## config.mk

```make
export PLATFORM = sky130hd
export DESIGN_NAME = swse_ctrl
export DESIGN_NICKNAME = d
export VERILOG_FILES = /design/src/hw/rtl/swse_pkg.sv /design/src/hw/rtl/swse_ctrl.sv
export VERILOG_INCLUDE_DIRS = /design/src /design/src/hw/rtl
export SDC_FILE = /design/constraint.sdc
export NUM_CORES = 1
export LEC_CHECK = 0
export BUFFER_PORTS_ARGS = -buffer_cell sky130_fd_sc_hd__buf_4
export CAP_MARGIN = 0
export CORE_MARGIN = 8
export CORE_UTILIZATION = 30
export DETAILED_ROUTE_END_ITERATION = 10
export PLACE_DENSITY = 0.56
export SLEW_MARGIN = 15
export SYNTH_ARGS = -nofsm -noshare
export SYNTH_HDL_FRONTEND = slang
export SYNTH_SLANG_ARGS = --single-unit
```

## constraint.sdc

```tcl
create_clock -name clk -period 1.8 [get_ports clk]
set_clock_uncertainty 0.15 [all_clocks]
set_input_delay 0.36 -clock clk [delete_from_list [all_inputs] [get_ports clk]]
set_output_delay 0.36 -clock clk [all_outputs]
set_load 0.01 [all_outputs]
```

## src/hw/rtl/assert_macros.svh

```systemverilog
// assertion macros for the slope estimator rtl (included by swse_ctrl)
// expects clk and rst_n in the scope of every use
`ifndef ASSERT_MACROS_SVH
`define ASSERT_MACROS_SVH

// property checked on every clock edge out of reset
`define SWSE_ASSERT(lbl, prop, msg) \
  lbl: assert property (@(posedge clk) disable iff (!rst_n) (prop)) else $error(msg);

// antecedent in one cycle implies consequent in the next
`define SWSE_ASSERT_NEXT(lbl, ante, cons, msg) \
  lbl: assert property (@(posedge clk) disable iff (!rst_n) (ante) |=> (cons)) else $error(msg);

`endif

```

## src/hw/rtl/swse_pkg.sv

```systemverilog
// shared types and constants for the sliding window slope estimator
// no dependencies
`timescale 1ns / 1ps

package swse_pkg;

  localparam int NUM_POINTS_DEF = 8;
  localparam int TIME_STEP_W    = 16;
  localparam int SAMPLE_W       = 32;
  localparam int SLOPE_W        = 32;
  localparam int MIN_DEN_W      = 20;
  localparam int ACC_W          = 64;
  localparam int FRAC_BITS      = 16;
  localparam int Q_W            = SLOPE_W - 1;
  localparam int SAT_SHIFT      = Q_W - FRAC_BITS;

  localparam logic [SLOPE_W-1:0] SLOPE_MAX = {1'b0, {(SLOPE_W-1){1'b1}}};
  localparam logic [SLOPE_W-1:0] SLOPE_MIN = {1'b1, {(SLOPE_W-1){1'b0}}};

  typedef struct packed {
    logic [TIME_STEP_W-1:0]     time_step;
    logic signed [SAMPLE_W-1:0] sample_value;
  } in_t;

  typedef struct packed {
    logic signed [SLOPE_W-1:0] slope;
    logic                      fit_valid;
  } out_t;

  typedef enum logic [2:0] {
    ST_IDLE,
    ST_SUM,
    ST_MAC,
    ST_CHECK,
    ST_DIV,
    ST_DONE
  } state_t;

  typedef struct packed {
    logic load;
    logic sum_en;
    logic mac_issue;
    logic chk;
    logic div_step;
    logic finish;
  } cmd_t;

  typedef struct packed {
    logic skip;
  } sts_t;

endpackage

```

## src/hw/rtl/swse_ctrl.sv

```systemverilog
// controller state machine: sequences window sum, mac walk and divider
// depends on swse_pkg and assert_macros.svh
`timescale 1ns / 1ps
`include "assert_macros.svh"

module swse_ctrl #(
  parameter int NUM_POINTS = swse_pkg::NUM_POINTS_DEF
) (
  input  logic                        clk,
  input  logic                        rst_n,
  input  logic                        in_valid,
  output logic                        in_ready,
  input  logic                        out_free,
  input  swse_pkg::sts_t              sts_i,
  output swse_pkg::cmd_t              cmd_o,
  output logic [$clog2(NUM_POINTS)-1:0] idx_o
);

  localparam int IW      = $clog2(NUM_POINTS);
  localparam int CNT_MAX = (NUM_POINTS + 2 > swse_pkg::Q_W) ? NUM_POINTS + 2 : swse_pkg::Q_W;
  localparam int CNTW    = $clog2(CNT_MAX);

  swse_pkg::state_t st_r, st_nxt;
  logic [CNTW-1:0]  cnt_r, cnt_nxt;

  always_ff @(posedge clk) begin
    if (!rst_n) begin
      st_r  <= swse_pkg::ST_IDLE;
      cnt_r <= '0;
    end else begin
      st_r  <= st_nxt;
      cnt_r <= cnt_nxt;
    end
  end

  // next state
  always_comb begin
    st_nxt  = st_r;
    cnt_nxt = cnt_r;
    case (st_r)
      swse_pkg::ST_IDLE: begin
        if (in_valid) begin
          st_nxt  = swse_pkg::ST_SUM;
          cnt_nxt = '0;
        end
      end
      swse_pkg::ST_SUM: begin
        if (cnt_r == CNTW'(NUM_POINTS - 1)) begin
          st_nxt  = swse_pkg::ST_MAC;
          cnt_nxt = '0;
        end else begin
          cnt_nxt = cnt_r + 1'b1;
        end
      end
      swse_pkg::ST_MAC: begin
        if (cnt_r == CNTW'(NUM_POINTS + 1)) begin
          st_nxt  = swse_pkg::ST_CHECK;
          cnt_nxt = '0;
        end else begin
          cnt_nxt = cnt_r + 1'b1;
        end
      end
      swse_pkg::ST_CHECK: begin
        cnt_nxt = '0;
        st_nxt  = sts_i.skip ? swse_pkg::ST_DONE : swse_pkg::ST_DIV;
      end
      swse_pkg::ST_DIV: begin
        if (cnt_r == CNTW'(swse_pkg::Q_W - 1)) begin
          st_nxt  = swse_pkg::ST_DONE;
          cnt_nxt = '0;
        end else begin
          cnt_nxt = cnt_r + 1'b1;
        end
      end
      swse_pkg::ST_DONE: begin
        if (out_free) begin
          st_nxt = swse_pkg::ST_IDLE;
        end
      end
      default: begin
        st_nxt  = swse_pkg::ST_IDLE;
        cnt_nxt = '0;
      end
    endcase
  end

  // outputs
  always_comb begin
    cmd_o    = '0;
    in_ready = 1'b0;
    case (st_r)
      swse_pkg::ST_IDLE: begin
        in_ready   = 1'b1;
        cmd_o.load = in_valid;
      end
      swse_pkg::ST_SUM:   cmd_o.sum_en    = 1'b1;
      swse_pkg::ST_MAC:   cmd_o.mac_issue = (cnt_r < CNTW'(NUM_POINTS));
      swse_pkg::ST_CHECK: cmd_o.chk       = 1'b1;
      swse_pkg::ST_DIV:   cmd_o.div_step  = 1'b1;
      swse_pkg::ST_DONE:  cmd_o.finish    = out_free;
      default: cmd_o = '0;
    endcase
  end

  assign idx_o = cnt_r[IW-1:0];

  `SWSE_ASSERT(a_cmd_onehot, $onehot0(cmd_o), "more than one datapath command at once")
  `SWSE_ASSERT_NEXT(a_load_sum, cmd_o.load, st_r == swse_pkg::ST_SUM, "load not followed by sum")
  `SWSE_ASSERT_NEXT(a_finish_idle, cmd_o.finish, st_r == swse_pkg::ST_IDLE, "finish not idle")

endmodule

```

=== After elaboration in Yosys (flattened, before gate mapping) ===
Index checks and enable logic that the tools add are counted.

* Add/subtract/negate cells: 1
* Mux-type cells: 19
* Bitwise gates (word level): 1
* Order comparisons: 1
* Reductions and logical operators: 3
* Eq/ne operators: 13

{| class="wikitable"
|+ Operators by type and width
! kind !! count
|-
| $pmux 5 s5 || 1
|-
| $mux 5 || 4
|-
| $pmux 3 s6 || 1
|-
| $mux 3 || 5
|-
| $ne 2x2->1 const B || 5
|-
| $mux 1 || 8
|-
| $eq 3x2->1 const B || 2
|-
| $eq 3x3->1 const B || 2
|-
| $add 5x1->5 const B || 1
|-
| $eq 5x3->1 const B || 1
|-
| $eq 5x4->1 const B || 1
|-
| $eq 5x5->1 const B || 1
|-
| $lt 5x4->1 const B || 1
|-
| $reduce_and 5->1 || 1
|-
| $eq 3x1->1 const B || 1
|-
| $logic_not 3->1 || 1
|-
| $reduce_and 2->1 || 1
|-
| $not 1->1 || 1
|}

* Register bits after elaboration: 8
* Logic and storage cells: 40
* Output and inout bits: 10
* Bits of input ports: 5

=== Longest topological paths before layout ===
* Depth in word-level cells: 3
* Gate-level depth with buffers: 6
* Mapped depth without buffers: 6

=== Worst setup path before layout ===
Ideal clock, no wire load.

* Path kind: reg2reg
* Start point: reg cnt_r[0]
* End point: reg st_r[2]
* Setup time: 115 ps
* Clock period less this slack: 1683 ps
* Data required time: 1535 ps
* Path slack: 117 ps
* Buffers on the path: 0
* Cell stages (with the launch flop): 6
* Arrival time: 1417 ps
* Cell sequence: dfxtp_1 ha_1 nand4bb_1 a221oi_2 a21oi_2 a31o_1

* Longest elaborated chain between the ends: 3

{| class="wikitable"
|+ Ends and longest elaborated chain
! what !! line !! source
|-
| start, declared || swse_ctrl.sv:24 || <nowiki>logic [CNTW-1:0] cnt_r, cnt_nxt;</nowiki>
|-
| start signal, assigned || swse_ctrl.sv:32 || <nowiki>cnt_r <= cnt_nxt;</nowiki>
|-
| $eq 5x5->1, or another cell as far along || swse_ctrl.sv:68 || <nowiki>if (cnt_r == CNTW'(swse_pkg::Q_W - 1)) begin</nowiki>
|-
| $ne 2x2->1 (no source line) || - ||
|-
| $reduce_and 5->1 (no source line) * || - ||
|-
| end signal, assigned || swse_ctrl.sv:28 || <nowiki>st_r <= swse_pkg::ST_IDLE;</nowiki>
|-
| end signal, assigned || swse_ctrl.sv:31 || <nowiki>st_r <= st_nxt;</nowiki>
|-
| end, declared || swse_ctrl.sv:23 || <nowiki>swse_pkg::state_t st_r, st_nxt;</nowiki>
|}

Mark *: on every way between the ends. The rest lies on a longest branch, timed or not.
A chain may end at the register's enable or synchronous reset.

==> results.sh <==
export IMPL_status="finished clean"
export IMPL_setup_viol=0
export IMPL_reg2reg_to="cnt_r[4]"
export IMPL_syn_num_nets=87
export IMPL_async_flop_share=0
export IMPL_worstSkewPairLatency_ns=0.27
export IMPL_fmax_ghz=0.575
export IMPL_cts_path_max_buffers=2
export IMPL_rows=17
export IMPL_hold_buffers=0
export IMPL_irDropWorstVdd_v=0.000669
export IMPL_final_cell_mix="buf_4 (22), nand2_1 (6), inv_1 (5)"
export IMPL_place_ws_ns=0.00480
export IMPL_crit_path_start="st_r[0]"
export IMPL_design_area_um2=872
export IMPL_tightest_slew_ns=0.364
export IMPL_ys_seq_area_frac=0.242
export IMPL_min_from="rst_n"
export IMPL_overflow=0
export IMPL_slew_headroom=0.757
export IMPL_antenna_left=0
export IMPL_dpl_hpwl_um=1370
export IMPL_antenna_found_initial=0
export IMPL_final_util=0.406
export IMPL_cp_cell_sequence="or2_4, nor2_2, and2_1, buf_4"
export IMPL_final_fill_count=230
export IMPL_r2r_slack_ns=0.09
export IMPL_cts_buffers=3
export IMPL_drt_iter0_drc=6
export IMPL_worst_slack_ns=0.0606
export IMPL_cts_max_level=1
export IMPL_fin_nets=108
export IMPL_crit_cells=4
export IMPL_r2r_cells=6
export IMPL_cts_tree="done"
export IMPL_critPathMaxStageDelay_ns=0.36
export IMPL_cp_end_kind="primary output"
export IMPL_synth_warnings=0
export IMPL_cp_slowest_cell="dfxtp_4"
export IMPL_vias_per_cell=5.37
export IMPL_firstDrtPassIters=4
export IMPL_crit_family="simple AND/OR/NAND/NOR gates"
export IMPL_diodes=0
export IMPL_synth_cell_types=40
export IMPL_cellLeakagePower_nw=0.353
export IMPL_initial_core_util=0.308
export IMPL_cp_num_buf_inv=1
export IMPL_grt_first_pass_wirelength_um=2990
export IMPL_syn_instance_count=79
export IMPL_synth_top_area_share=0.242
export IMPL_maxCapViolations=0
export IMPL_synth_edff_count=0
export IMPL_r2r_start="cnt_r[1]"
export IMPL_clk_pin_slew_ns=0.05
export IMPL_die_w_um=63.0
export IMPL_globalplace_congestion=0.806
export IMPL_hold_ws_ns=0.232
export IMPL_place_area_um2=790
export IMPL_wire_per_inst_um=14.2
export IMPL_wl_um=1790
export IMPL_rsz0062_at_grt="false"
export IMPL_yosysTopAreaCell="dfxtp_1"
export IMPL_layout_commonest_cell="buf_4"
export IMPL_grt_usage=0.0950
export IMPL_cts_root_buf="clkbuf_4"
export IMPL_drv_slew=0
export IMPL_hold_viol=0
export IMPL_cp_max_fo=7
export IMPL_first_global_vias=664
export IMPL_die_height_um=63.0
export IMPL_critPathRequiredTime_ns=1.29
export IMPL_syn_to_final_growth_pct=31.8
export IMPL_cts_sinks=8
export IMPL_startpoint_type="flop"
export IMPL_endpoint="cmd_o[5]"
export IMPL_arrival_ns=1.23
export IMPL_port_buffers=14
export IMPL_vias=677
export IMPL_ys_seq_elements=8
export IMPL_tns_ns=0
export IMPL_synth_area_top_cells="dfxtp_1 (24%), buf_4 (5.7%), ha_1 (5.7%)"
export IMPL_synth_main_ff_cell="dfxtp_1"
export IMPL_pwr_density_cell_nw_per_um2=1310
export IMPL_ios=15
export IMPL_dieArea_um2=3970
export IMPL_avgSynthCellArea_um2=8.38
export IMPL_drive_gt1_frac=0.459
export IMPL_drc=0
export IMPL_finalCriticalPeriod_ns=1.74
export IMPL_fp_coreArea_um2=2150
export IMPL_fin_crit_sh=0.966
export IMPL_syn_area_um2=662
export IMPL_grt_max_degree=13
export IMPL_min_path_type="primary input to flop"
export IMPL_worstSetupPathType="flop to primary output"
state kept, by name, indices dropped and copies added (netlist names):
signal	flops
st_r	3
cnt_r	5
Yosys cell counts, types with 2 or more instances:
cell       number
or3_1           2
inv_1           5
nor2b_1         2
nand2_1         6
o21a_1          2
a21oi_1         3
a21oi_2         2
dfxtp_1         8
nand4bb_1       2
o311ai_0        2
buf_4           5
a21boi_1        2
ha_1            3
and2_1          2
nor2_1          2
nand4_1         2
nor3_1          4
nor2b_2         2
and3_1          2
cell type report:
class | count | area [um^2] | share of cell area
multi-input combinational | 60 | 457 | 0.524
sequential | 8 | 174 | 0.199
timing repair buffer | 22 | 165 | 0.189
tap | 28 | 35.0 | 0.0402
clock buffer | 3 | 22.5 | 0.0258
inverter | 5 | 18.8 | 0.0215
worst min-delay path by stage:
stage | depth (start not counted) | to
6_report | 2 | st_r[2]
5_1_grt | 2 | st_r[2]
4_1_cts | 2 | st_r[2]
3_5_place_dp | 2 | cnt_r[1]
3_3_place_gp | 2 | cnt_r[1]
2_1_floorplan | 1 | cnt_r[3]
power breakdown:
| group | switching (mW) | internal (mW) | total [mW] |
|---|---|---|---|
| Sequential | 0.0818 | 0.235 | 0.317 |
| Combinational | 0.313 | 0.365 | 0.678 |
| Clock | 0.0724 | 0.0771 | 0.149 |
| Total | 0.467 | 0.677 | 1.14 |
repair_timing:
item                                    4_1_cts  5_1_grt
resized for setup                             8        8
setup buffers                                 0        4
pin swaps                                     0        1
endpoints found under the setup margin        8        9
stage by stage:
stage / total power [mW] / std cells
after global placement: 0.908 / 119
after detailed placement: 0.911 / 119
final: 1.14 / 126
after global routing: 1.24 / 126
after floorplan: 0.696 / 79
after CTS: 1.10 / 122
worst register-to-register path, stage by stage, from the launching register on:
cell       delay [ns]
dfxtp_2          0.34
inv_1            0.06
ha_1             0.14
nand4bb_1        0.14
and3_1           0.26
a2111oi_1        0.40
a311oi_1         0.09
logic make-up (layout without fill, tap and decap cells):
group | count (synthesis) | count (layout) | share of synthesized area
AO/OA/AOI/OAI | 21 | 21 | 0.253
XOR/XNOR | 1 | 1 | 0.0132
adder cells (fa/ha/maj) | 3 | 3 | 0.0567
buffers and inverters | 11 | 30 | 0.0926
flip-flops | 8 | 8 | 0.242
multiplexers | 1 | 1 | 0.0151
AND/OR/NAND/NOR | 34 | 34 | 0.327
metal layers:
layer	wire, um	track usage	share of wire
met1	710	0.0924	0.40
met3	94	0.0358	0.053
met2	931	0.161	0.52
met4	52	0.0684	0.029
met5	0	0	0
Note: power is estimated with default switching activity, not from simulation.
